### config.mk
export PLATFORM = sky130hd
export DESIGN_NAME = waveform_min_max_plotter_unit_flat
export DESIGN_NICKNAME = d
export VERILOG_FILES = /design/src/rtl/core/wmmp_pkg.sv /design/src/rtl/core/wmmp_req_if.sv /design/src/rtl/core/wmmp_rsp_if.sv /design/src/rtl/core/wmmp_arith.sv /design/src/rtl/core/waveform_min_max_plotter_unit.sv /design/src/flat_wrapper.sv
export SDC_FILE = /design/constraint.sdc
export NUM_CORES = 2
export LEC_CHECK = 0
export BUFFER_PORTS_ARGS = -buffer_cell sky130_fd_sc_hd__buf_4
export CAP_MARGIN = 20
export CORE_MARGIN = 1
export CORE_UTILIZATION = 25
export DETAILED_ROUTE_END_ITERATION = 16
export GPL_ROUTABILITY_DRIVEN = 0
export HOLD_SLACK_MARGIN = 0.12
export PLACE_DENSITY = 0.41
export SYNTH_ARGS = -nofsm -noshare
export SYNTH_HDL_FRONTEND = slang
export SYNTH_SLANG_ARGS = --single-unit
### constraint.sdc
create_clock -name clock -period 16.55 [get_ports clock]
set_clock_uncertainty 0.05 [all_clocks]
set_input_delay 1.655 -clock clock [delete_from_list [all_inputs] [get_ports clock]]
set_output_delay 1.655 -clock clock [all_outputs]
set_load 0.01 [all_outputs]
### src/rtl/core/wmmp_pkg.sv
// Shared types, constants and helpers of the waveform min/max plotter.
package wmmp_pkg;

   localparam int COORD_BITS = 12;
   localparam int CoordW     = COORD_BITS + 1;
   localparam int SampleW    = 16;
   localparam int ZoomW      = 16;
   localparam int CountW     = 16;
   localparam int ExtW       = 13;
   localparam int ColorW     = 3;
   localparam int RgbW       = 16;
   localparam int CsrIdxW    = 3;
   localparam int CsrDataW   = 16;

   // Column offset is below the plot width, so the quotient fits the width field.
   localparam int QuoW       = ExtW;
   localparam int DivCntW    = $clog2(QuoW + 1);

   localparam int MulAW      = 29;
   localparam int MulBW      = 17;
   localparam int ProdW      = MulAW + MulBW;
   localparam int PW         = SampleW + ZoomW + 1;
   localparam int OneShift   = 27;
   localparam int RowShift   = OneShift + 1;

   localparam logic KIND_LINE = 1'b0;
   localparam logic KIND_SPAN = 1'b1;

   typedef enum logic [CsrIdxW-1:0] {
      CSR_LEFT,
      CSR_TOP,
      CSR_WIDTH,
      CSR_HEIGHT,
      CSR_ZOOM,
      CSR_COUNT,
      CSR_COLOR
   } csr_index_type;

   typedef enum logic [2:0] {
      ST_IDLE,
      ST_ARITH,
      ST_DECIDE,
      ST_LINE,
      ST_JOIN,
      ST_SPAN,
      ST_FINISH
   } top_state_type;

   typedef enum logic [2:0] {
      A_IDLE,
      A_MUL_P,
      A_CLIP,
      A_MUL_H,
      A_MUL_K,
      A_LOAD,
      A_DIV,
      A_DONE
   } arith_state_type;

   typedef struct packed {
      logic                      start;
      logic signed [SampleW-1:0] sample;
      logic [CountW-1:0]         k;
      logic [ZoomW-1:0]          zoom;
      logic [ExtW-1:0]           height;
      logic [COORD_BITS-1:0]     top;
      logic [ExtW-1:0]           width;
      logic [CountW-1:0]         count;
   } arith_req_type;

   typedef struct packed {
      logic              done;
      logic [CoordW-1:0] row;
      logic [QuoW-1:0]   off;
   } arith_rsp_type;

   function automatic logic [RgbW-1:0] palette_lookup(input logic [ColorW-1:0] idx);
      logic [RgbW-1:0] c;
      unique case (idx)
         3'd0: c = 16'h07E0;
         3'd1: c = 16'hFFE0;
         3'd2: c = 16'h001F;
         3'd3: c = 16'hF800;
         3'd4: c = 16'h07FF;
         3'd5: c = 16'hFC00;
         3'd6: c = 16'hF81F;
         default: c = 16'hFFFF;
      endcase
      return c;
   endfunction

endpackage

### src/rtl/core/wmmp_req_if.sv
// Sample channel of the waveform min/max plotter.
interface wmmp_req_if;
   logic                                valid;
   logic                                ready;
   logic signed [wmmp_pkg::SampleW-1:0] sample;

   modport source (output valid, output sample, input ready);
   modport sink (input valid, input sample, output ready);
endinterface

### src/rtl/core/wmmp_rsp_if.sv
// Draw command channel of the waveform min/max plotter.
interface wmmp_rsp_if;
   logic                        valid;
   logic                        ready;
   logic                        kind;
   logic [wmmp_pkg::CoordW-1:0] x_start;
   logic [wmmp_pkg::CoordW-1:0] y_start;
   logic [wmmp_pkg::CoordW-1:0] x_end;
   logic [wmmp_pkg::CoordW-1:0] y_end;
   logic [wmmp_pkg::RgbW-1:0]   rgb565;
   logic                        last;

   modport source (output valid, output kind, output x_start, output y_start,
                   output x_end, output y_end, output rgb565, output last, input ready);
   modport sink (input valid, input kind, input x_start, input y_start,
                 input x_end, input y_end, input rgb565, input last, output ready);
endinterface

### src/rtl/core/wmmp_arith.sv
// Row and column-offset unit: one shared multiplier and a restoring divider.
module wmmp_arith (
   input  logic                    clock,
   input  logic                    reset,
   input  wmmp_pkg::arith_req_type arith_req,
   output wmmp_pkg::arith_rsp_type arith_rsp
);

   localparam logic signed [wmmp_pkg::PW-1:0] OneQ27 =
      wmmp_pkg::PW'(1) << wmmp_pkg::OneShift;
   localparam logic signed [wmmp_pkg::PW-1:0] NegOneQ27 = -OneQ27;

   wmmp_pkg::arith_state_type state_ff, state_in;

   logic signed [wmmp_pkg::ProdW-1:0]   prod_ff, prod_in;
   logic                                prod_en;
   logic [wmmp_pkg::OneShift:0]         diff_ff, diff_in;
   logic                                clip_hi_ff, clip_hi_in;
   logic                                clip_lo_ff, clip_lo_in;
   logic [wmmp_pkg::CoordW-1:0]         row_ff, row_in;
   logic [wmmp_pkg::CountW-1:0]         rem_ff, rem_in;
   logic [wmmp_pkg::QuoW-1:0]           quo_ff, quo_in;
   logic [wmmp_pkg::DivCntW-1:0]        cnt_ff, cnt_in;

   logic signed [wmmp_pkg::MulAW-1:0]   mul_a;
   logic signed [wmmp_pkg::MulBW-1:0]   mul_b;
   logic signed [wmmp_pkg::PW-1:0]      p;
   logic signed [wmmp_pkg::PW-1:0]      diff_full;
   logic [wmmp_pkg::ExtW-1:0]           h_eff;
   logic [wmmp_pkg::ExtW-1:0]           q;
   logic [wmmp_pkg::ExtW-1:0]           row_sel;
   logic [wmmp_pkg::CountW:0]           div_t;
   logic [wmmp_pkg::CountW:0]           div_sub;
   logic                                div_ge;
   logic                                done;

   always_ff @(posedge clock) begin
      if (reset) begin
         state_ff <= wmmp_pkg::A_IDLE;
      end else begin
         state_ff <= state_in;
      end
   end

   always_ff @(posedge clock) begin
      if (prod_en) begin
         prod_ff <= prod_in;
      end
      diff_ff    <= diff_in;
      clip_hi_ff <= clip_hi_in;
      clip_lo_ff <= clip_lo_in;
      row_ff     <= row_in;
      rem_ff     <= rem_in;
      quo_ff     <= quo_in;
      cnt_ff     <= cnt_in;
   end

   always_comb begin
      state_in   = state_ff;
      diff_in    = diff_ff;
      clip_hi_in = clip_hi_ff;
      clip_lo_in = clip_lo_ff;
      row_in     = row_ff;
      rem_in     = rem_ff;
      quo_in     = quo_ff;
      cnt_in     = cnt_ff;
      mul_a      = '0;
      mul_b      = '0;
      prod_en    = 1'b0;
      done       = 1'b0;

      h_eff     = (arith_req.height == '0) ? wmmp_pkg::ExtW'(1) : arith_req.height;
      p         = prod_ff[wmmp_pkg::PW-1:0];
      diff_full = OneQ27 - p;
      q         = prod_ff[wmmp_pkg::RowShift+wmmp_pkg::ExtW-1:wmmp_pkg::RowShift];
      div_t     = {rem_ff, quo_ff[wmmp_pkg::QuoW-1]};
      div_ge    = div_t >= (wmmp_pkg::CountW+1)'(arith_req.count);
      div_sub   = div_t - (wmmp_pkg::CountW+1)'(arith_req.count);

      priority if (clip_hi_ff) begin
         row_sel = '0;
      end else if (clip_lo_ff) begin
         row_sel = h_eff - wmmp_pkg::ExtW'(1);
      end else begin
         row_sel = q;
      end

      unique case (state_ff)
         wmmp_pkg::A_IDLE: begin
            if (arith_req.start) begin
               state_in = wmmp_pkg::A_MUL_P;
            end
         end
         wmmp_pkg::A_MUL_P: begin
            mul_a    = wmmp_pkg::MulAW'(arith_req.sample);
            mul_b    = signed'(wmmp_pkg::MulBW'(arith_req.zoom));
            prod_en  = 1'b1;
            state_in = wmmp_pkg::A_CLIP;
         end
         wmmp_pkg::A_CLIP: begin
            clip_hi_in = p >= OneQ27;
            clip_lo_in = p <= NegOneQ27;
            diff_in    = diff_full[wmmp_pkg::OneShift:0];
            state_in   = wmmp_pkg::A_MUL_H;
         end
         wmmp_pkg::A_MUL_H: begin
            mul_a    = signed'(wmmp_pkg::MulAW'(diff_ff));
            mul_b    = signed'(wmmp_pkg::MulBW'(h_eff));
            prod_en  = 1'b1;
            state_in = wmmp_pkg::A_MUL_K;
         end
         wmmp_pkg::A_MUL_K: begin
            row_in   = wmmp_pkg::CoordW'(arith_req.top) + wmmp_pkg::CoordW'(row_sel);
            mul_a    = signed'(wmmp_pkg::MulAW'(arith_req.k));
            mul_b    = signed'(wmmp_pkg::MulBW'(arith_req.width));
            prod_en  = 1'b1;
            state_in = wmmp_pkg::A_LOAD;
         end
         wmmp_pkg::A_LOAD: begin
            // k * width < count << QuoW, so the upper part starts below count
            rem_in   = prod_ff[wmmp_pkg::QuoW+wmmp_pkg::CountW-1:wmmp_pkg::QuoW];
            quo_in   = prod_ff[wmmp_pkg::QuoW-1:0];
            cnt_in   = wmmp_pkg::DivCntW'(wmmp_pkg::QuoW);
            state_in = wmmp_pkg::A_DIV;
         end
         wmmp_pkg::A_DIV: begin
            rem_in = div_ge ? div_sub[wmmp_pkg::CountW-1:0] : div_t[wmmp_pkg::CountW-1:0];
            quo_in = {quo_ff[wmmp_pkg::QuoW-2:0], div_ge};
            cnt_in = cnt_ff - wmmp_pkg::DivCntW'(1);
            if (cnt_ff == wmmp_pkg::DivCntW'(1)) begin
               state_in = wmmp_pkg::A_DONE;
            end
         end
         wmmp_pkg::A_DONE: begin
            done     = 1'b1;
            state_in = wmmp_pkg::A_IDLE;
         end
         default: begin
            state_in = wmmp_pkg::A_IDLE;
         end
      endcase

      prod_in = mul_a * mul_b;
   end

   assign arith_rsp.done = done;
   assign arith_rsp.row  = row_ff;
   assign arith_rsp.off  = quo_ff;

   a_rem_below_count: assert property (@(posedge clock) disable iff (reset)
      (state_ff == wmmp_pkg::A_DIV) |-> (rem_ff < arith_req.count))
      else $error("divider remainder not below count");

endmodule

### src/rtl/core/waveform_min_max_plotter_unit.sv
// Top level of the waveform min/max plotter: sequencer, column tracking, command output.
//
//  channel  | dir | handshake         | payload
//  req_chan | in  | valid/ready       | sample (Q15)
//  rsp_chan | out | valid/ready       | kind, x_start, y_start, x_end, y_end, rgb565, last
//  csr_*    | in  | csr_write_enable  | csr_index, csr_write_data
//
// A sample that draws nothing runs the arithmetic, a decide step and a finish step; a line
// adds a line step, and each column closed in span mode adds an overlap check, then a span.
// The arithmetic is mostly the 13-step restoring divider and three passes of the shared multiplier.
// With a plot width of zero a sample skips the arithmetic and goes straight to finish.
// Synchronous active-high reset; state clears at once, no clearing pass.
// Commands sit in an output register; a stalled rsp_chan holds the sequencer
// in its emit step, and req_chan.ready is low until the item is done.
module waveform_min_max_plotter_unit (
   input  logic                           clock,
   input  logic                           reset,
   wmmp_req_if.sink                       req_chan,
   wmmp_rsp_if.source                     rsp_chan,
   input  logic                           csr_write_enable,
   input  logic [wmmp_pkg::CsrIdxW-1:0]   csr_index,
   input  logic [wmmp_pkg::CsrDataW-1:0]  csr_write_data
);

   localparam int CW = wmmp_pkg::CoordW;

   // configuration
   logic [wmmp_pkg::COORD_BITS-1:0] left_ff, left_in;
   logic [wmmp_pkg::COORD_BITS-1:0] top_ff, top_in;
   logic [wmmp_pkg::ExtW-1:0]       width_ff, width_in;
   logic [wmmp_pkg::ExtW-1:0]       height_ff, height_in;
   logic [wmmp_pkg::ZoomW-1:0]      zoom_ff, zoom_in;
   logic [wmmp_pkg::CountW-1:0]     count_ff, count_in;
   logic [wmmp_pkg::ColorW-1:0]     color_ff, color_in;

   wmmp_pkg::top_state_type state_ff, state_in;

   logic [wmmp_pkg::CountW-1:0]       sample_index_ff, sample_index_in;
   logic [CW-1:0]                     cur_col_ff, cur_col_in;
   logic [CW-1:0]                     col_first_ff, col_first_in;
   logic [CW-1:0]                     col_last_ff, col_last_in;
   logic [CW-1:0]                     col_min_ff, col_min_in;
   logic [CW-1:0]                     col_max_ff, col_max_in;
   logic [CW-1:0]                     prev_min_ff, prev_min_in;
   logic [CW-1:0]                     prev_max_ff, prev_max_in;
   logic [CW-1:0]                     prev_last_ff, prev_last_in;
   logic                              have_prev_ff, have_prev_in;
   logic signed [wmmp_pkg::SampleW-1:0] sample_ff, sample_in;
   logic [wmmp_pkg::CountW-1:0]       k_ff, k_in;
   logic                              is_last_ff, is_last_in;
   logic                              final_ff, final_in;

   // output register
   logic                              rsp_valid_ff, rsp_valid_in;
   logic                              rsp_kind_ff, rsp_kind_in;
   logic [CW-1:0]                     rsp_xs_ff, rsp_xs_in;
   logic [CW-1:0]                     rsp_ys_ff, rsp_ys_in;
   logic [CW-1:0]                     rsp_xe_ff, rsp_xe_in;
   logic [CW-1:0]                     rsp_ye_ff, rsp_ye_in;
   logic [wmmp_pkg::RgbW-1:0]         rsp_rgb_ff, rsp_rgb_in;
   logic                              rsp_last_ff, rsp_last_in;

   logic                              accept;
   logic                              slot_free;
   logic [wmmp_pkg::CountW-1:0]       count_eff;
   logic [wmmp_pkg::CountW-1:0]       acc_k;
   logic                              acc_last;
   logic                              line_mode;
   logic [CW-1:0]                     col;
   logic [CW-1:0]                     row;
   logic                              no_overlap;

   logic                              emit;
   logic                              emit_kind;
   logic [CW-1:0]                     emit_xs, emit_ys, emit_xe, emit_ye;
   logic                              emit_last;

   wmmp_pkg::arith_req_type           arith_req;
   wmmp_pkg::arith_rsp_type           arith_rsp;

   wmmp_arith u_arith (
      .clock     (clock),
      .reset     (reset),
      .arith_req (arith_req),
      .arith_rsp (arith_rsp)
   );

   assign req_chan.ready = !reset && (state_ff == wmmp_pkg::ST_IDLE);
   assign accept         = req_chan.valid && req_chan.ready;
   assign slot_free      = !rsp_valid_ff || rsp_chan.ready;

   assign count_eff = (count_ff == '0) ? wmmp_pkg::CountW'(1) : count_ff;
   assign acc_last  = sample_index_ff >= (count_eff - wmmp_pkg::CountW'(1));
   assign acc_k     = acc_last ? (count_eff - wmmp_pkg::CountW'(1)) : sample_index_ff;
   assign line_mode = (wmmp_pkg::CountW+1)'(count_eff) <
                      (wmmp_pkg::CountW+1)'({width_ff, 1'b0});

   assign col = CW'(left_ff) + CW'(arith_rsp.off);
   assign row = arith_rsp.row;
   assign no_overlap = have_prev_ff &&
                       ((col_max_ff < prev_min_ff) || (col_min_ff > prev_max_ff));

   assign arith_req.start  = accept && (width_ff != '0);
   assign arith_req.sample = sample_ff;
   assign arith_req.k      = k_ff;
   assign arith_req.zoom   = zoom_ff;
   assign arith_req.height = height_ff;
   assign arith_req.top    = top_ff;
   assign arith_req.width  = width_ff;
   assign arith_req.count  = count_eff;

   // configuration writes
   always_comb begin
      left_in   = left_ff;
      top_in    = top_ff;
      width_in  = width_ff;
      height_in = height_ff;
      zoom_in   = zoom_ff;
      count_in  = count_ff;
      color_in  = color_ff;
      if (csr_write_enable) begin
         unique case (wmmp_pkg::csr_index_type'(csr_index))
            wmmp_pkg::CSR_LEFT:   left_in   = csr_write_data[wmmp_pkg::COORD_BITS-1:0];
            wmmp_pkg::CSR_TOP:    top_in    = csr_write_data[wmmp_pkg::COORD_BITS-1:0];
            wmmp_pkg::CSR_WIDTH:  width_in  = csr_write_data[wmmp_pkg::ExtW-1:0];
            wmmp_pkg::CSR_HEIGHT: height_in = csr_write_data[wmmp_pkg::ExtW-1:0];
            wmmp_pkg::CSR_ZOOM:   zoom_in   = csr_write_data[wmmp_pkg::ZoomW-1:0];
            wmmp_pkg::CSR_COUNT:  count_in  = csr_write_data[wmmp_pkg::CountW-1:0];
            wmmp_pkg::CSR_COLOR:  color_in  = csr_write_data[wmmp_pkg::ColorW-1:0];
            default: ;
         endcase
      end
   end

   always_comb begin
      state_in        = state_ff;
      sample_index_in = sample_index_ff;
      cur_col_in      = cur_col_ff;
      col_first_in    = col_first_ff;
      col_last_in     = col_last_ff;
      col_min_in      = col_min_ff;
      col_max_in      = col_max_ff;
      prev_min_in     = prev_min_ff;
      prev_max_in     = prev_max_ff;
      prev_last_in    = prev_last_ff;
      have_prev_in    = have_prev_ff;
      sample_in       = sample_ff;
      k_in            = k_ff;
      is_last_in      = is_last_ff;
      final_in        = final_ff;

      emit      = 1'b0;
      emit_kind = wmmp_pkg::KIND_LINE;
      emit_xs   = cur_col_ff;
      emit_ys   = col_last_ff;
      emit_xe   = col;
      emit_ye   = row;
      emit_last = 1'b0;

      unique case (state_ff)
         wmmp_pkg::ST_IDLE: begin
            if (accept) begin
               sample_in  = req_chan.sample;
               k_in       = acc_k;
               is_last_in = acc_last;
               state_in   = (width_ff == '0) ? wmmp_pkg::ST_FINISH : wmmp_pkg::ST_ARITH;
            end
         end
         wmmp_pkg::ST_ARITH: begin
            if (arith_rsp.done) begin
               state_in = wmmp_pkg::ST_DECIDE;
            end
         end
         wmmp_pkg::ST_DECIDE: begin
            final_in = 1'b0;
            priority if (line_mode) begin
               if (k_ff != '0) begin
                  state_in = wmmp_pkg::ST_LINE;
               end else begin
                  cur_col_in   = col;
                  col_first_in = row;
                  col_last_in  = row;
                  col_min_in   = row;
                  col_max_in   = row;
                  state_in     = wmmp_pkg::ST_FINISH;
               end
            end else if ((k_ff == '0) || (col == cur_col_ff)) begin
               if (k_ff == '0) begin
                  cur_col_in   = col;
                  col_first_in = row;
                  col_last_in  = row;
                  col_min_in   = row;
                  col_max_in   = row;
               end else begin
                  if (row < col_min_ff) col_min_in = row;
                  if (row > col_max_ff) col_max_in = row;
                  col_last_in = row;
               end
               final_in = is_last_ff;
               state_in = is_last_ff ? wmmp_pkg::ST_JOIN : wmmp_pkg::ST_FINISH;
            end else begin
               state_in = wmmp_pkg::ST_JOIN;
            end
         end
         wmmp_pkg::ST_LINE: begin
            if (slot_free) begin
               emit         = 1'b1;
               emit_last    = is_last_ff;
               cur_col_in   = col;
               col_first_in = row;
               col_last_in  = row;
               col_min_in   = row;
               col_max_in   = row;
               state_in     = wmmp_pkg::ST_FINISH;
            end
         end
         wmmp_pkg::ST_JOIN: begin
            // joining line from the last row of the previous column
            if (!no_overlap) begin
               state_in = wmmp_pkg::ST_SPAN;
            end else if (slot_free) begin
               emit     = 1'b1;
               emit_xs  = cur_col_ff - CW'(1);
               emit_ys  = prev_last_ff;
               emit_xe  = cur_col_ff;
               emit_ye  = col_first_ff;
               state_in = wmmp_pkg::ST_SPAN;
            end
         end
         wmmp_pkg::ST_SPAN: begin
            if (slot_free) begin
               emit         = 1'b1;
               emit_kind    = wmmp_pkg::KIND_SPAN;
               emit_xs      = cur_col_ff;
               emit_ys      = col_min_ff;
               emit_xe      = cur_col_ff;
               emit_ye      = col_max_ff;
               emit_last    = final_ff;
               prev_min_in  = col_min_ff;
               prev_max_in  = col_max_ff;
               prev_last_in = col_last_ff;
               have_prev_in = 1'b1;
               if (final_ff) begin
                  state_in = wmmp_pkg::ST_FINISH;
               end else begin
                  cur_col_in   = col;
                  col_first_in = row;
                  col_last_in  = row;
                  col_min_in   = row;
                  col_max_in   = row;
                  final_in     = is_last_ff;
                  state_in     = is_last_ff ? wmmp_pkg::ST_JOIN : wmmp_pkg::ST_FINISH;
               end
            end
         end
         wmmp_pkg::ST_FINISH: begin
            if (is_last_ff) begin
               sample_index_in = '0;
               have_prev_in    = 1'b0;
            end else begin
               sample_index_in = k_ff + wmmp_pkg::CountW'(1);
            end
            state_in = wmmp_pkg::ST_IDLE;
         end
         default: begin
            state_in = wmmp_pkg::ST_IDLE;
         end
      endcase
   end

   always_comb begin
      rsp_valid_in = rsp_valid_ff;
      rsp_kind_in  = rsp_kind_ff;
      rsp_xs_in    = rsp_xs_ff;
      rsp_ys_in    = rsp_ys_ff;
      rsp_xe_in    = rsp_xe_ff;
      rsp_ye_in    = rsp_ye_ff;
      rsp_rgb_in   = rsp_rgb_ff;
      rsp_last_in  = rsp_last_ff;
      if (emit) begin
         rsp_valid_in = 1'b1;
         rsp_kind_in  = emit_kind;
         rsp_xs_in    = emit_xs;
         rsp_ys_in    = emit_ys;
         rsp_xe_in    = emit_xe;
         rsp_ye_in    = emit_ye;
         rsp_rgb_in   = wmmp_pkg::palette_lookup(color_ff);
         rsp_last_in  = emit_last;
      end else if (rsp_chan.ready) begin
         rsp_valid_in = 1'b0;
      end
   end

   always_ff @(posedge clock) begin
      if (reset) begin
         left_ff         <= '0;
         top_ff          <= '0;
         width_ff        <= '0;
         height_ff       <= wmmp_pkg::ExtW'(1);
         zoom_ff         <= wmmp_pkg::ZoomW'(4096);
         count_ff        <= wmmp_pkg::CountW'(1);
         color_ff        <= '0;
         state_ff        <= wmmp_pkg::ST_IDLE;
         sample_index_ff <= '0;
         cur_col_ff      <= '0;
         col_first_ff    <= '0;
         col_last_ff     <= '0;
         col_min_ff      <= '0;
         col_max_ff      <= '0;
         prev_min_ff     <= '0;
         prev_max_ff     <= '0;
         prev_last_ff    <= '0;
         have_prev_ff    <= 1'b0;
         is_last_ff      <= 1'b0;
         final_ff        <= 1'b0;
         rsp_valid_ff    <= 1'b0;
      end else begin
         left_ff         <= left_in;
         top_ff          <= top_in;
         width_ff        <= width_in;
         height_ff       <= height_in;
         zoom_ff         <= zoom_in;
         count_ff        <= count_in;
         color_ff        <= color_in;
         state_ff        <= state_in;
         sample_index_ff <= sample_index_in;
         cur_col_ff      <= cur_col_in;
         col_first_ff    <= col_first_in;
         col_last_ff     <= col_last_in;
         col_min_ff      <= col_min_in;
         col_max_ff      <= col_max_in;
         prev_min_ff     <= prev_min_in;
         prev_max_ff     <= prev_max_in;
         prev_last_ff    <= prev_last_in;
         have_prev_ff    <= have_prev_in;
         is_last_ff      <= is_last_in;
         final_ff        <= final_in;
         rsp_valid_ff    <= rsp_valid_in;
      end
   end

   always_ff @(posedge clock) begin
      sample_ff   <= sample_in;
      k_ff        <= k_in;
      rsp_kind_ff <= rsp_kind_in;
      rsp_xs_ff   <= rsp_xs_in;
      rsp_ys_ff   <= rsp_ys_in;
      rsp_xe_ff   <= rsp_xe_in;
      rsp_ye_ff   <= rsp_ye_in;
      rsp_rgb_ff  <= rsp_rgb_in;
      rsp_last_ff <= rsp_last_in;
   end

   assign rsp_chan.valid   = rsp_valid_ff;
   assign rsp_chan.kind    = rsp_kind_ff;
   assign rsp_chan.x_start = rsp_xs_ff;
   assign rsp_chan.y_start = rsp_ys_ff;
   assign rsp_chan.x_end   = rsp_xe_ff;
   assign rsp_chan.y_end   = rsp_ye_ff;
   assign rsp_chan.rgb565  = rsp_rgb_ff;
   assign rsp_chan.last    = rsp_last_ff;

   a_arith_done_waited: assert property (@(posedge clock) disable iff (reset)
      arith_rsp.done |-> (state_ff == wmmp_pkg::ST_ARITH))
      else $error("arithmetic result arrived outside the wait step");

   a_column_ordered: assert property (@(posedge clock) disable iff (reset)
      col_min_ff <= col_max_ff)
      else $error("open column min row above max row");

   a_trace_end_clears: assert property (@(posedge clock) disable iff (reset)
      (state_ff == wmmp_pkg::ST_FINISH) && is_last_ff |=>
         (sample_index_ff == '0) && !have_prev_ff)
      else $error("trace end did not clear index and previous column");

   a_final_span_on_last: assert property (@(posedge clock) disable iff (reset)
      (state_ff == wmmp_pkg::ST_SPAN) && final_ff |-> is_last_ff)
      else $error("final span outside the last item of a trace");

endmodule
### src/flat_wrapper.sv
// flat-port wrapper written by rule: the top's interface ports become plain ports
module waveform_min_max_plotter_unit_flat 
  (clock, reset, csr_write_enable, csr_index, csr_write_data, req_chan_valid, req_chan_sample, req_chan_ready, rsp_chan_valid, rsp_chan_kind, rsp_chan_x_start, rsp_chan_y_start, rsp_chan_x_end, rsp_chan_y_end, rsp_chan_rgb565, rsp_chan_last, rsp_chan_ready);
  wmmp_req_if req_chan_i ();
  wmmp_rsp_if rsp_chan_i ();
  input  logic clock;
  input  logic reset;
  input  logic csr_write_enable;
  input  logic [wmmp_pkg::CsrIdxW-1:0] csr_index;
  input  logic [wmmp_pkg::CsrDataW-1:0] csr_write_data;
  input wire logic [$bits(req_chan_i.valid)-1:0] req_chan_valid;
  input wire logic [$bits(req_chan_i.sample)-1:0] req_chan_sample;
  output wire logic [$bits(req_chan_i.ready)-1:0] req_chan_ready;
  output wire logic [$bits(rsp_chan_i.valid)-1:0] rsp_chan_valid;
  output wire logic [$bits(rsp_chan_i.kind)-1:0] rsp_chan_kind;
  output wire logic [$bits(rsp_chan_i.x_start)-1:0] rsp_chan_x_start;
  output wire logic [$bits(rsp_chan_i.y_start)-1:0] rsp_chan_y_start;
  output wire logic [$bits(rsp_chan_i.x_end)-1:0] rsp_chan_x_end;
  output wire logic [$bits(rsp_chan_i.y_end)-1:0] rsp_chan_y_end;
  output wire logic [$bits(rsp_chan_i.rgb565)-1:0] rsp_chan_rgb565;
  output wire logic [$bits(rsp_chan_i.last)-1:0] rsp_chan_last;
  input wire logic [$bits(rsp_chan_i.ready)-1:0] rsp_chan_ready;
  assign req_chan_i.valid = req_chan_valid;
  assign req_chan_i.sample = req_chan_sample;
  assign req_chan_ready = req_chan_i.ready;
  assign rsp_chan_valid = rsp_chan_i.valid;
  assign rsp_chan_kind = rsp_chan_i.kind;
  assign rsp_chan_x_start = rsp_chan_i.x_start;
  assign rsp_chan_y_start = rsp_chan_i.y_start;
  assign rsp_chan_x_end = rsp_chan_i.x_end;
  assign rsp_chan_y_end = rsp_chan_i.y_end;
  assign rsp_chan_rgb565 = rsp_chan_i.rgb565;
  assign rsp_chan_last = rsp_chan_i.last;
  assign rsp_chan_i.ready = rsp_chan_ready;
  waveform_min_max_plotter_unit u_core (.clock(clock), .reset(reset), .req_chan(req_chan_i), .rsp_chan(rsp_chan_i), .csr_write_enable(csr_write_enable), .csr_index(csr_index), .csr_write_data(csr_write_data));
endmodule
# After elaboration in Yosys (flattened, before gate mapping)
# Cells that the tools add are included.
dict set report classes {
  addsub 9
  n_mul 1
  n_div 0
  magnitude_cmp 9
  n_eq_ne 41
  shifts 0
  n_mux 90
  bitwise_logic 0
  reduce_logical 43
}
# op count
set ops {}
lappend ops {{$mux 13} 38}
lappend ops {{$pmux 13 s3} 5}
lappend ops {{$pmux 16 s7} 1}
lappend ops {{$pmux 13 s2} 4}
lappend ops {{$pmux 29 s3} 1}
lappend ops {{$mux 16} 4}
lappend ops {{$pmux 16 s3} 1}
lappend ops {{$mul 29x17->41} 1}
lappend ops {{$eq 3x3->1 const B} 13}
lappend ops {{$mux 3} 13}
lappend ops {{$ge 33x29->1 const B} 1}
lappend ops {{$le 33x28->1 const B} 1}
lappend ops {{$logic_not 16->1} 2}
lappend ops {{$pmux 16 s2} 1}
lappend ops {{$sub 28x28->28 const A} 1}
lappend ops {{$add 12x13->13} 2}
lappend ops {{$gt 13x13->1} 2}
lappend ops {{$logic_not 13->1} 2}
lappend ops {{$lt 13x13->1} 2}
lappend ops {{$sub 13x1->13 const B} 2}
lappend ops {{$eq 3x2->1 const B} 8}
lappend ops {{$pmux 3 s8} 1}
lappend ops {{$reduce_and 2->1} 11}
lappend ops {{$reduce_and 7->1} 3}
lappend ops {{other kinds (34)} 73}
dict set report totals {
  ff_bits 434
  latch_bits 0
  ramBits 0
  romBits 0
  input_bits 40
  out_inout_bits 72
  elab_cells 232
  n_memories 0
}

# Longest topological paths before layout
dict set report depth {
  depth_word 6
  ltp_mapped 30
  mapped_depth_nobuf 26
}

# Hierarchy
# Synthesis repeated with hierarchy kept, for this count alone.
dict set report hier_totals {
  cells_unflattened 4182
  area_unflattened_um2 37374.6
}
# mod instances cells_each area_each_um2 seq_area_each_um2
set modules_own_cells {}
lappend modules_own_cells {wmmp_arith 1 2467 21963.6 3573.4}
lappend modules_own_cells {waveform_min_max_plotter_unit 1 1715 15411.0 6946.7}

# Worst setup path before layout
# OpenSTA, ideal clock, no wires.
dict set report synth_timing {
  kind {flip-flop to flip-flop}
  from {reg u_core.u_arith.state_ff[1]}
  to {reg u_core.u_arith.prod_ff[33] (netlist name) (data pin)}
  setup_ns 0.260
  arrival_ns 7.381
  required_ns 16.240
  path_slack_ns 8.859
  path_stages_with_launch 26
  n_path_buf 3
  period_less_slack_ns 7.691
  path_cell_list {dfxtp_1 clkbuf_1 buf_1 mux2i_1 o22ai_1 clkbuf_1 nand2_1 fa_1 inv_1 fa_1 fa_1 fa_1 fa_1 inv_1 fa_1 inv_1 ha_1 a2111oi_0 o21ai_0 o21ai_0 o221ai_1 a22o_1 a41o_1 a21o_1 a21oi_1 xnor2_1}
}
dict set report synth_between {
  elab_chain_cells 3
  word_cells_on_any_way 6
  cone_classes {mul (1); eq/ne (3); mux (2)}
}
# item line
set synth_lines {}
lappend synth_lines {{from (decl)} wmmp_arith.sv:13} ;# wmmp_pkg::arith_state_type state_ff, state_in;
lappend synth_lines {{from (signal assigned)} wmmp_arith.sv:39} ;# state_ff <= wmmp_pkg::A_IDLE;
lappend synth_lines {{from (signal assigned)} wmmp_arith.sv:41} ;# state_ff <= state_in;
lappend synth_lines {{$eq 3x3->1, or another cell as far along} wmmp_arith.sv:88} ;# unique case (state_ff)
lappend synth_lines {{$pmux 29 s3 or $pmux 16 s3 (tied branches)} wmmp_arith.sv:88}
lappend synth_lines {{$mul 29x17->41 (*)} wmmp_arith.sv:143} ;# prod_in = mul_a * mul_b;
lappend synth_lines {{named net u_core.u_arith.prod_in (one bit)} wmmp_arith.sv:15} ;# logic signed [wmmp_pkg::ProdW-1:0] prod_ff, prod_in;
lappend synth_lines {{to (signal assigned)} wmmp_arith.sv:47} ;# prod_ff <= prod_in;
lappend synth_lines {{to (decl)} wmmp_arith.sv:15}
# Mark *: on every way through the listed nets, which the timed path passes. The rest lies on a longest branch.
# A chain may end at the register's enable or synchronous reset.

# Worst setup path after layout
dict set report layout_timing {
  from {reg u_core.u_arith.state_ff[1]}
  to {reg u_core.u_arith.prod_ff[40] (netlist name) (data pin)}
}
# The elaborated chain is that of the path after synthesis.

==> qor_table.md <==
| Quantity | Value |
|:---|:---|
| DR vias | 28,700 |
| RSZ-0062 raised after global routing | no |
| Clock tree buffer depth | 3 |
| DRC viols | 0 |
| VDD IR max | 0.0000764 V |
| Synth top area share | 0.220 |
| Post-synthesis to final-layout area growth | 12.6% |
| Worst setup path class | reg2reg |
| Average wire length per cell after detail routing | 19.5 microns |
| Area of the multi-input gates | 23,800 sq um |
| Wire length on met2 | 57,700 microns |
| Number of buffers inserted during clock tree synthesis | 50 |
| Number of port buffers | 111 |
| CP endpoint kind | register |
| Power density normalized to cell area | 72.7 nW/um^2 |
| Chip height | 390 microns |
| M1 WL | 57,200 microns |
| Count leader, synth | nand2_1 |
| Floorplan die width | 390 microns |
| Final cell utilization of the core | 0.285 |
| Post-route minimum period | 9010 ps |
| Mean instance size in the synthesized netlist | 8.92 sq um |
| Post-detail-place hpwl | 92,100 microns |
| Cell area after synthesis | 37,500 sq um |
| Core Area | 148,000 sq um |
| Standard-cell row count | 141 |
| Post-Syn Nets | 4,888 |
| Via count of the first global-routing pass | 29,400 |
| # Max-Cap Violations | 0 |
| Num Clock Sinks | 422 |
| Leakage dissipation | 17.4 nW |
| Hold Path Class | reg2reg |
| Critical Path Start Type | register |
| Gate count after technology mapping | 4,210 |
| Antenna violations before repair | 4 |
| Arrival @ worst endpoint | 9340 ps |
| Worst slew slack as a fraction of its limit | 0.276 |
| Unique masters post-synth | 86 |
| Number of fillers in the final layout | 15,900 |
| Fraction of synthesis flops using an asynchronous set or reset pin | 0 |
| Maximum fanout encountered on the critical timing path | 37 |
| Worst Path Required | 16,880 ps |
| CTS HTree Levels | 2 |
| Effective utilization at floorplan | 0.253 |
| Worst reg-to-reg path cell count | 24 |
| Post-cts gate resize count | 0 |
| Share of post-route cells with drive strength above 1 | 0.0708 |
| Proportion of synthesized chip area in sequential cells | 0.280 |
| Total negative slack for setup checks | 0 ps |
| Finished layout cell area | 42,300 sq um |
| FF/Latch Area | 10,500 sq um |
| Hold Path Stages | 2 |
| Number of warnings reported in the yosys synthesis log | 0 |
| Clock insertion delay at the later pin of the skew report | 650 ps |
| Root Buffer Master | clkbuf_16 |
| Most used flip-flop cell after synthesis | dfxtp_1 |
| Hold Slack | 402 ps |
| Met3 layer wire length in the routed design | 5020 microns |
| Maximum number of pins on one net before global-route repair | 157 |
| Launch point of the worst reg-to-reg path | u_core.u_arith.state_ff[1]$_SDFFE_PP0P_ |
| Final ANT Viol Nets | 0 |
| Total power consumption of the routed design | 0.00308 W |
| EDFF count, synth | 207 |
| Source of the worst hold timing path | u_core.col_first_ff[9]$_SDFFE_PP0P_ |
| Area of the die | 152,000 sq um |
| 1st-pass router iterations | 5 |
| Final Hold Viols | 0 |
| Clock-pin slew reported for the worst setup and hold paths after clock tree synthesis | 60 ps |
| Number of pins exceeding their max-slew limit in the final report | 0 |
| Placed cell area | 40,500 sq um |
| Number of primary I/O pins | 112 |
| Period utilization | 0.544 |
| Count of hold buffers inserted by post-cts repair | 0 |
| Per-cell via count in the routed design | 4.59 |
| Slew at the pin closest to its max-slew limit | 1090 ps |
| Number of setup buffers added after CTS | 0 |
| Worst setup path startpoint | u_core.u_arith.state_ff[1]$_SDFFE_PP0P_ |
| Post-synthesis cell type with the largest combined area | fa_1 |
| Detailed Route WL | 122,000 microns |
| First-pass GRT wire length | 187,000 microns |
| Top cells by area in the synthesized netlist | fa_1 22%, edfxtp_1 17%, dfxtp_1 11% |
| Outcome | finished clean |
| ANT cells | 0 |
| Count of final setup violators | 0 |
| Commonest cells post-synth | 681 x nand2_1, 648 x inv_1, 412 x fa_1, 392 x nor2_1, 238 x a21oi_1 |
| GRT Overall Usage | 0.161 |
| Uppermost routed layer | met5 |
| Max Clk Rate | 111 MHz |
| Number of nets at the end of the flow | 4,888 |
| First-iteration detailed-routing DRC count | 1,645 |
| Clock tree from TritonCTS | built |
| Total congestion overflow | 0 |
| Count of state elements after synthesis | 422 |
## state kept, by name (all words and copies together), names as in the netlist, 16 cells and up
register	flops
u_core.count_ff	16
u_core.k_ff	16
u_core.sample_ff	16
u_core.sample_index_ff	16
u_core.u_arith.diff_ff	28
u_core.u_arith.prod_ff	41
u_core.u_arith.rem_ff	16
u_core.zoom_ff	16
## path summary, 6_finish.rpt
kind                                           to  slack, ps
max reg2reg  u_core.u_arith.prod_ff[40]$_DFFE_PN_       7540
min           u_core.col_first_ff[9]$_SDFFE_PP0P_        400
max          u_core.u_arith.prod_ff[40]$_DFFE_PN_       7540
min reg2reg   u_core.col_first_ff[9]$_SDFFE_PP0P_        400
## logic make-up (layout without fill, tap and decap cells)
group                      Yosys count  count (layout)  share of synthesized area
and+or+nand+nor                   1385            1385                      0.159
buffers and inverters              870             912                     0.0892
adders and majority gates          639             639                      0.295
AOI/OAI and AO/OA                  609             609                      0.105
DFF                                422             422                      0.280
xor gates and xnor gates           167             167                     0.0393
muxes                              118             118                     0.0319
## through the flow
step	instances	setup slack [ps]
after floorplan	4210	8860
after global placement	6154	7390
after detailed placement	6156	7570
after CTS	6250	7560
after global routing	6254	7010
final	6254	7540
## power breakdown
group          switching [W]  total (W)  leakage, nW  internal (W)
sequential         0.0000915    0.00128         3.63       0.00119
clock               0.000499    0.00118        0.844      0.000684
combinational       0.000400   0.000611         12.9      0.000211
## final cells by class
type	count	area share
Sequential cell	422	0.249
Tap cell	2002	0.0592
Clock inverter	26	0.00793
Inverter	649	0.0576
Clock buffer	68	0.0334
Timing Repair Buffer	169	0.0307
Multi-Input combinational cell	2918	0.562
## layout by cell type (no fill, tap or decap), types with 10 or more instances in the layout
| master | instances |
|---|---|
| a2bb2oi_1 | 18 |
| clkbuf_16 | 52 |
| nand2b_1 | 70 |
| o21ai_1 | 20 |
| a211oi_1 | 18 |
| clkbuf_1 | 11 |
| o21a_1 | 33 |
| edfxtp_1 | 207 |
| nand3_1 | 47 |
| o211ai_1 | 28 |
| nand4_1 | 28 |
| nand2_1 | 680 |
| nor2_1 | 389 |
| fa_1 | 412 |
| nor4_1 | 26 |
| mux2i_1 | 105 |
| ha_1 | 226 |
| and3_1 | 10 |
| nor3_1 | 40 |
| inv_1 | 647 |
| xnor2_1 | 124 |
| o31ai_1 | 24 |
| dfxtp_1 | 213 |
| buf_4 | 164 |
| a21o_1 | 40 |
| a22oi_1 | 15 |
| a311oi_1 | 11 |
| a21oi_1 | 235 |
| xor2_1 | 42 |
| mux2_2 | 12 |
| a31oi_1 | 11 |
| nor2b_1 | 29 |
| or3_1 | 12 |
| o21ai_0 | 60 |
## worst max-delay path: stages (launching register included)
cell and delay (ps):
dfxtp_2 330, buf_4 310, nor2_1 570, and2_1 920
a21oi_1 440, nor2_1 840, inv_1 140, fa_1 520
inv_1 50, fa_1 550, fa_1 430, fa_1 470
fa_1 490, inv_1 50, fa_1 470, inv_1 40
ha_1 370, a21o_1 220, a31oi_1 210, o21ai_0 130
a221oi_1 270, o41ai_1 180, a211oi_1 370, a21oi_1 150
xnor2_1 150
## metal layers
metal	track usage	vias to the layer above
met5	0	-
met4	0.0293	4
met3	0.0181	115
met2	0.269	566
met1	0.223	14400
li1	-	13600
Note: power is estimated with default switching activity, not from simulation.
